`src/rtl/osa_pkg.sv`:
```
// Package with shared constants and types for the OSA edit distance block.
package osa_pkg;

	localparam int MAX_LEN = 128;
	localparam int IDX_W   = $clog2(MAX_LEN + 1);
	localparam int QA_W    = $clog2(MAX_LEN);
	localparam int SYM_W   = 8;
	localparam int DIST_W  = 8;
	localparam int S_DATA_W = 16;
	localparam int M_DATA_W = 8;

	localparam logic KIND_QUERY     = 1'b0;
	localparam logic KIND_CANDIDATE = 1'b1;

	typedef enum logic [1:0] {
		ST_IDLE,
		ST_RUN,
		ST_DONE
	} state_t;

endpackage

```
`src/rtl/osa_edit_distance.sv`:
```
// Top level of the optimal-string-alignment edit distance block.
//
// The block takes items on the slave stream (s_*) and returns distances on
// the master stream (m_*). s_tuser tells a query character (0) from a
// candidate character (1); s_tdata carries the character and the start
// flag; s_tlast marks the final character of a candidate word.
// A query transfer writes one character into the query memory and leaves
// s_tready high; characters beyond MAX_LEN are dropped and flagged.
// A candidate transfer computes one column of the distance table, one cell
// per cycle through a single shared cell unit, and keeps the slave side
// busy until row n is done, where n is the stored query length (up to
// MAX_LEN). With s_tlast set, a done state waits for a free output
// register; the distance then appears and s_tready returns in the same cycle.
// The result sits in an output register: the block accepts further items
// while it waits, and only a second result blocks behind a stalled
// receiver until the first one is taken.
// Reset clears the query length, the overflow flag, the candidate state and
// the output valid; the memories hold no defined contents until written.
module osa_edit_distance (
	input  logic                          clk,
	input  logic                          arst_n,
	input  logic                          s_tvalid,
	output logic                          s_tready,
	input  logic [osa_pkg::S_DATA_W-1:0]  s_tdata,   // symbol[7:0], first[8], zero[15:9]
	input  logic                          s_tuser,   // kind
	input  logic                          s_tlast,   // last
	output logic                          m_tvalid,
	input  logic                          m_tready,
	output logic [osa_pkg::M_DATA_W-1:0]  m_tdata,   // distance[7:0]
	output logic                          m_tuser    // truncated
);
	import osa_pkg::*;

	state_t state_q, state_d;

	// Control state, reset to the values of an empty query.
	logic [IDX_W-1:0]  qlen_q;
	logic              ovf_q;
	logic [DIST_W-1:0] cand_len_q;
	logic [SYM_W-1:0]  prev_char_q;
	logic [IDX_W-1:0]  cnt_q;
	logic              m_tvalid_q;

	// Per-candidate working registers.
	logic [SYM_W-1:0]  sym_q;
	logic              last_q;
	logic              init_q;
	logic              trans_q;
	logic [DIST_W-1:0] cl_q;
	logic [DIST_W-1:0] cur_q;
	logic [DIST_W-1:0] pv_a_q;
	logic [DIST_W-1:0] p2_a_q;
	logic [DIST_W-1:0] p2_b_q;
	logic [SYM_W-1:0]  qa_q;
	logic [DIST_W-1:0] dist_q;
	logic              trunc_q;

	// Memories and their registered read data.
	logic [SYM_W-1:0]  qmem  [MAX_LEN];
	logic [DIST_W-1:0] colp  [MAX_LEN+1];
	logic [DIST_W-1:0] colp2 [MAX_LEN+1];
	logic [SYM_W-1:0]  q_rd_q;
	logic [DIST_W-1:0] colp_rd_q;
	logic [DIST_W-1:0] colp2_rd_q;

	logic              s_xfer;
	logic              in_first;
	logic [SYM_W-1:0]  in_sym;
	logic [IDX_W-1:0]  qlen_eff;
	logic              q_we;
	logic [QA_W-1:0]   q_raddr;
	logic [IDX_W-1:0]  col_raddr;
	logic              col_we;
	logic              at_end;
	logic              out_free;
	logic              load_out;
	logic [DIST_W-1:0] prev_k;
	logic [DIST_W-1:0] diag;
	logic [DIST_W-1:0] best;
	logic [DIST_W-1:0] cur;

	function automatic logic [DIST_W-1:0] sat_inc(input logic [DIST_W-1:0] v);
		return (v == {DIST_W{1'b1}}) ? v : v + DIST_W'(1);
	endfunction

	function automatic logic [DIST_W-1:0] min2(input logic [DIST_W-1:0] a,
		input logic [DIST_W-1:0] b);
		return (a < b) ? a : b;
	endfunction

	assign in_sym   = s_tdata[SYM_W-1:0];
	assign in_first = s_tdata[SYM_W];
	assign s_xfer   = s_tvalid && s_tready;
	assign s_tready = (state_q == ST_IDLE);
	assign out_free = !m_tvalid_q || m_tready;
	assign at_end   = (cnt_q == qlen_q);

	// A new query restarts the fill position.
	assign qlen_eff = in_first ? '0 : qlen_q;
	assign q_we     = s_xfer && (s_tuser == KIND_QUERY) && (qlen_eff < IDX_W'(MAX_LEN));

	// Reads run one index ahead of the cell being computed.
	always_comb begin
		if (state_q == ST_RUN) begin
			q_raddr   = cnt_q[QA_W-1:0];
			col_raddr = at_end ? cnt_q : cnt_q + IDX_W'(1);
		end else begin
			q_raddr   = '0;
			col_raddr = '0;
		end
	end

	assign col_we = (state_q == ST_RUN);

	// Shared cell unit: one cell of the current column per cycle. A fresh
	// word sees the previous column as the row numbers themselves.
	always_comb begin
		if (init_q) begin
			prev_k = (cnt_q > IDX_W'(255)) ? 8'd255 : DIST_W'(cnt_q);
		end else begin
			prev_k = colp_rd_q;
		end
		diag = (q_rd_q != sym_q) ? sat_inc(pv_a_q) : pv_a_q;
		best = min2(min2(sat_inc(cur_q), sat_inc(prev_k)), diag);
		if (cnt_q >= IDX_W'(2) && trans_q && q_rd_q == prev_char_q && qa_q == sym_q) begin
			best = min2(best, sat_inc(p2_b_q));
		end
		if (cnt_q == '0) begin
			cur = sat_inc(cl_q);
		end else begin
			cur = best;
		end
	end

	always_ff @(posedge clk) begin
		if (q_we) begin
			qmem[qlen_eff[QA_W-1:0]] <= in_sym;
		end
		q_rd_q <= qmem[q_raddr];
	end

	always_ff @(posedge clk) begin
		if (col_we) begin
			colp[cnt_q]  <= cur;
			colp2[cnt_q] <= prev_k;
		end
		colp_rd_q  <= colp[col_raddr];
		colp2_rd_q <= colp2[col_raddr];
	end

	always_comb begin
		state_d  = state_q;
		load_out = 1'b0;
		case (state_q)
			ST_IDLE: begin
				if (s_xfer && s_tuser == KIND_CANDIDATE) begin
					state_d = ST_RUN;
				end
			end
			ST_RUN: begin
				if (at_end) begin
					state_d = last_q ? ST_DONE : ST_IDLE;
				end
			end
			ST_DONE: begin
				if (out_free) begin
					load_out = 1'b1;
					state_d  = ST_IDLE;
				end
			end
			default: begin
				state_d = ST_IDLE;
			end
		endcase
	end

	always_ff @(posedge clk or negedge arst_n) begin
		if (!arst_n) begin
			state_q <= ST_IDLE;
		end else begin
			state_q <= state_d;
		end
	end

	always_ff @(posedge clk or negedge arst_n) begin
		if (!arst_n) begin
			qlen_q      <= '0;
			ovf_q       <= 1'b0;
			cand_len_q  <= '0;
			prev_char_q <= '0;
			cnt_q       <= '0;
			m_tvalid_q  <= 1'b0;
		end else begin
			if (s_xfer && s_tuser == KIND_QUERY) begin
				cand_len_q <= '0;
				if (qlen_eff < IDX_W'(MAX_LEN)) begin
					qlen_q <= qlen_eff + IDX_W'(1);
					ovf_q  <= in_first ? 1'b0 : ovf_q;
				end else begin
					qlen_q <= qlen_eff;
					ovf_q  <= 1'b1;
				end
			end
			if (s_xfer && s_tuser == KIND_CANDIDATE) begin
				cnt_q <= '0;
			end else if (state_q == ST_RUN) begin
				if (at_end) begin
					prev_char_q <= sym_q;
					cand_len_q  <= sat_inc(cl_q);
				end else begin
					cnt_q <= cnt_q + IDX_W'(1);
				end
			end
			if (load_out) begin
				m_tvalid_q <= 1'b1;
			end else if (m_tready) begin
				m_tvalid_q <= 1'b0;
			end
		end
	end

	always_ff @(posedge clk) begin
		if (s_xfer && s_tuser == KIND_CANDIDATE) begin
			sym_q   <= in_sym;
			last_q  <= s_tlast;
			cl_q    <= in_first ? '0 : cand_len_q;
			init_q  <= in_first || (cand_len_q == '0);
			trans_q <= !in_first && (cand_len_q != '0);
		end
		if (state_q == ST_RUN) begin
			cur_q  <= cur;
			pv_a_q <= prev_k;
			p2_a_q <= colp2_rd_q;
			p2_b_q <= p2_a_q;
			qa_q   <= q_rd_q;
		end
		// The overflow flag is captured with the distance, since later query
		// transfers may change it while the result waits.
		if (load_out) begin
			dist_q  <= cur_q;
			trunc_q <= ovf_q;
		end
	end

	assign m_tvalid = m_tvalid_q;
	assign m_tdata  = dist_q;
	assign m_tuser  = trunc_q;

endmodule

```
`config.mk`:
```
export PLATFORM = sky130hd
export DESIGN_NAME = osa_edit_distance
export DESIGN_NICKNAME = d
export VERILOG_FILES = /design/src/rtl/osa_pkg.sv /design/src/rtl/osa_edit_distance.sv
export SDC_FILE = /design/constraint.sdc
export NUM_CORES = 2
export LEC_CHECK = 0
export BUFFER_PORTS_ARGS = -buffer_cell sky130_fd_sc_hd__buf_4
export CORE_MARGIN = 8
export CORE_UTILIZATION = 50
export CTS_BUF_LIST = sky130_fd_sc_hd__clkbuf_8
export DETAILED_ROUTE_END_ITERATION = 16
export HOLD_SLACK_MARGIN = 0.05
export PLACE_DENSITY = 0.65
export SLEW_MARGIN = 20
export SYNTH_ARGS = -nofsm -noshare
export SYNTH_HDL_FRONTEND = slang
export SYNTH_SLANG_ARGS = --single-unit
```
`constraint.sdc`:
```
create_clock -name clk -period 24.5 [get_ports clk]
set_input_delay 0 -clock clk [delete_from_list [all_inputs] [get_ports clk]]
set_output_delay 0 -clock clk [all_outputs]
set_load 0.02 [all_outputs]
```
==> reports/results.tsv <==
metric	value	unit
outcome	finished, final reports clean	
Static Leakage	46.11	nW
post-synthesis cell count	7734	
area share of and/or/nand/nor cells after synthesis	0.06601	
number of maximum-capacitance constraint violations	0	
portion of the clock cycle consumed by the worst path in the final layout	0.3950	
Async S/R FF share, synth	0.01119	
adder and majority cell fraction of the synthesized area	0.002933	
number of nets in the layout	8105	
post-DP HPWL	178.4	mm
area of the die	0.2724	mm²
uppermost layer routed	met4	
share of final-layout standard cells stronger than drive strength 1	0.1571	
Port-buffer cells	25	
worst slew margin relative to its limit	0.2124	
Critical path buffers and inverters	2	
M1 wire length	129.4	mm
number of max-slew violations in the final report	0	
synthesized area	0.1280	mm²
vias per cell	6.138	
relative contribution of sequential cells to total power	0.404	
count of filler cells inserted in the layout	19640	
power density over the cells	141.4	mW/mm²
combined area of the multi-input logic cells	0.02971	mm²
sw power	0.007758	W
delay of the slowest cell on the worst path	0.77	ns
wire length on met3	26.88	mm
starting utilization of the core area	0.5032	
global route overflow	0	
overall fraction of global-route tracks in use	0.2323	
deepest level of the CTS H-tree	6	
hold_buf cts	40	
clock latency at the later pin of the worst-skew pair	1.09	ns
CTS resizes	0	
mux cell area share after synthesis	0.09283	
Layout area overhead	10.95	%
total internal power	0.01232	W
Yosys warning total	0	
share of synthesized area occupied by flip-flops and latches	0.7512	
final worst clock skew	0.1074	ns
slowest CP cell	a21oi_1	
number of placed I/O pins	33	
Reg area	0.09616	mm²
Total Power	0.02008	W
Core ar.	0.2544	mm²
actual transition at the worst max-transition pin	1.178	ns
synthesized-area fraction occupied by ao, oa, aoi and oai cells	0.06314	
setup total negative slack	0	ns
via count of the first global-routing pass	71260	
Gate power share	0.385	
Yosys cell types	84	
violation count after the first detailed-route iteration	7908	
sort of element at the end of the critical path	flop	
Root Buffer	clkbuf_8	
std cell rows	185	
main combinational cell family by area after synthesis	multiplexers	
routed wl met2	155.2	mm
global-route wire length before repair	474.3	mm
largest net degree at the start of global routing	167	
post-detailed-route DRC marker count	0	
buffer depth of the longest clock path	4	
Vias	72310	
die boundary width	522.0	µm
Reg clk slew, reported paths	0.07	ns
drt pass-1 iters	6	
buffers inserted during post-CTS setup optimization	0	
Data required, critical path	25.20	ns
Critical Setup Path Class	reg2reg	
clock share of power	0.210	
minimum clock period after layout	9.678	ns
antenna violations before repair	5	
RePlAce Congestion	0.8487	
wirelength, routed	325.1	mm
syn avg cell area	16.55	µm²
Hold WC Path Type	in2async	
data arrival time of the critical path	10.38	ns
family with the most delay on the worst path	compound AO/OA/AOI/OAI gates	
unrepaired setup endpoints after global routing	no	
post-route ant nets	0	
Critical Path Fanout Max	69	
switching part of the total power	0.3863	
maximum clock frequency	0.1033	GHz
final setup fails	0	
TritonCTS clock tree	built	
number of register bits inferred by synthesis	3216	
peak ir drop on the vdd network	0.0004009	V
TritonCTS Buffers	537	
EDFF count, synth	3156	
final hold violation count	0	
y dimension of the die	522.0	µm
Worst setup SP type	flop	
Clock Sink Count	3216	
routed wirelength normalized by instance count	27.60	µm
share of the synthesized netlist area taken by xor and xnor gates	0.004330	
syn_nets	7786	
prevailing post-synth register cell	edfxtp_1	
-- metal layers --
metal,global-route usage,vias up
li1,-,31410
met1,0.3150,37000
met2,0.3709,3270
met3,0.04679,625
met4,0.09433,0
met5,0,-
-- worst register-to-register path, delay by kind of cell (launching register included) --
family	cells	cell delay [ns]
muxes	4	1.46
DFF	1	0.76
buffers and inverters	2	1.07
and+or+nand+nor	8	1.19
AOI/OAI and AO/OA	14	3.57
adders and majority gates	4	1.19
-- layout make-up --
type                    instances  share of cell area
clock buffers                 555             0.05379
clock inverters               341             0.01152
repair buffers                295             0.01770
inverters                      29           0.0009251
diodes                          4          0.00007049
flip-flops and latches       3216              0.6771
well taps                    3366             0.02966
multi-input cells            3974              0.2092
-- cell usage after synthesis, types with 103 or more instances --
master       n  area [µm²]
mux2i_1    584        5846
a211oi_1   151        1134
mux4_2     191        4302
and3_1     103       644.4
a32oi_1    129        1130
clkbuf_1   324        1216
edfxtp_1  3156       94770
nor2_1     365        1370
mux2_2     154        1734
o21ai_0    298        1491
nand2_1    800        3003
buf_2      109       545.5
nand3_1    238        1191
o221ai_1   124        1086
or3_1      133       832.1
-- layout by cell type, fill, tap and decap left out, types with 32 or more instances in the layout --
master	netlist	routed
edfxtp_1	3156	3156
nand2_1	800	795
mux2i_1	584	582
clkbuf_8	0	555
nor2_1	365	355
o21ai_0	298	297
buf_4	24	245
nand3_1	238	234
mux4_2	191	191
inv_1	28	188
mux2_2	154	149
a211oi_1	151	149
or3_1	133	133
a32oi_1	129	129
o221ai_1	124	124
clkinv_1	0	106
and3_1	103	102
nand4_1	78	78
o22ai_1	65	65
a221oi_1	62	62
a32o_1	60	60
a2111oi_0	55	55
a21oi_1	49	49
dfrtp_1	36	35
xnor2_1	33	33
dlygate4sd3_1	0	32
-- cells by family after synthesis --
family          Yosys count
flops                  3216
simple gates           1854
compound gates         1102
mux                     929
buf+inv                 544
xor+xnor                 59
fa+ha+maj                30
-- power by group through the flow --
stage / combinational, W / sequential [W] / clock (W)
detailed placement: 0.00766 / 0.00823 / 0
CTS: 0.00768 / 0.00812 / 0.00430
global placement: 0.00747 / 0.00822 / 0
global route: 0.00819 / 0.00814 / 0.00454
finish: 0.00774 / 0.00812 / 0.00423
floorplan: 0.00476 / 0.00832 / 0
-- worst paths after layout --
| path | end | depth (start not counted) | from | slack, ns |
|---|---|---|---|---|
| min in group clk | p2_a_q[1] | 0 | colp2_rd_q[1] | 0.38 |
| worst max register to register | colp[118][7] | 32 | init_q | 14.82 |
| worst max-delay path | colp[118][7] | 32 | init_q | 14.82 |
| max in group asynchronous | cnt_q[2] | 4 | arst_n | 23.99 |
| worst min-delay path | prev_char_q[5] | 4 | arst_n | 0.22 |
| worst min register to register | p2_a_q[1] | 0 | colp2_rd_q[1] | 0.38 |
-- metrics by stage --
stage               cell area, µm²  std cells  utilization  hold WS [ns]  worst slack (ns)
floorplan                   128000       7734            -       -0.2956             12.08
global placement            132200      10840       0.5195       0.01912             14.53
detailed placement          132200      10840       0.5195       0.02211             14.59
CTS                         141900      11780       0.5580        0.1721             14.52
global route                142000      11780       0.5582        0.2127             14.13
finish                      142000      11780       0.5582        0.2215             14.82
Note: power is estimated with default switching activity, not from simulation.
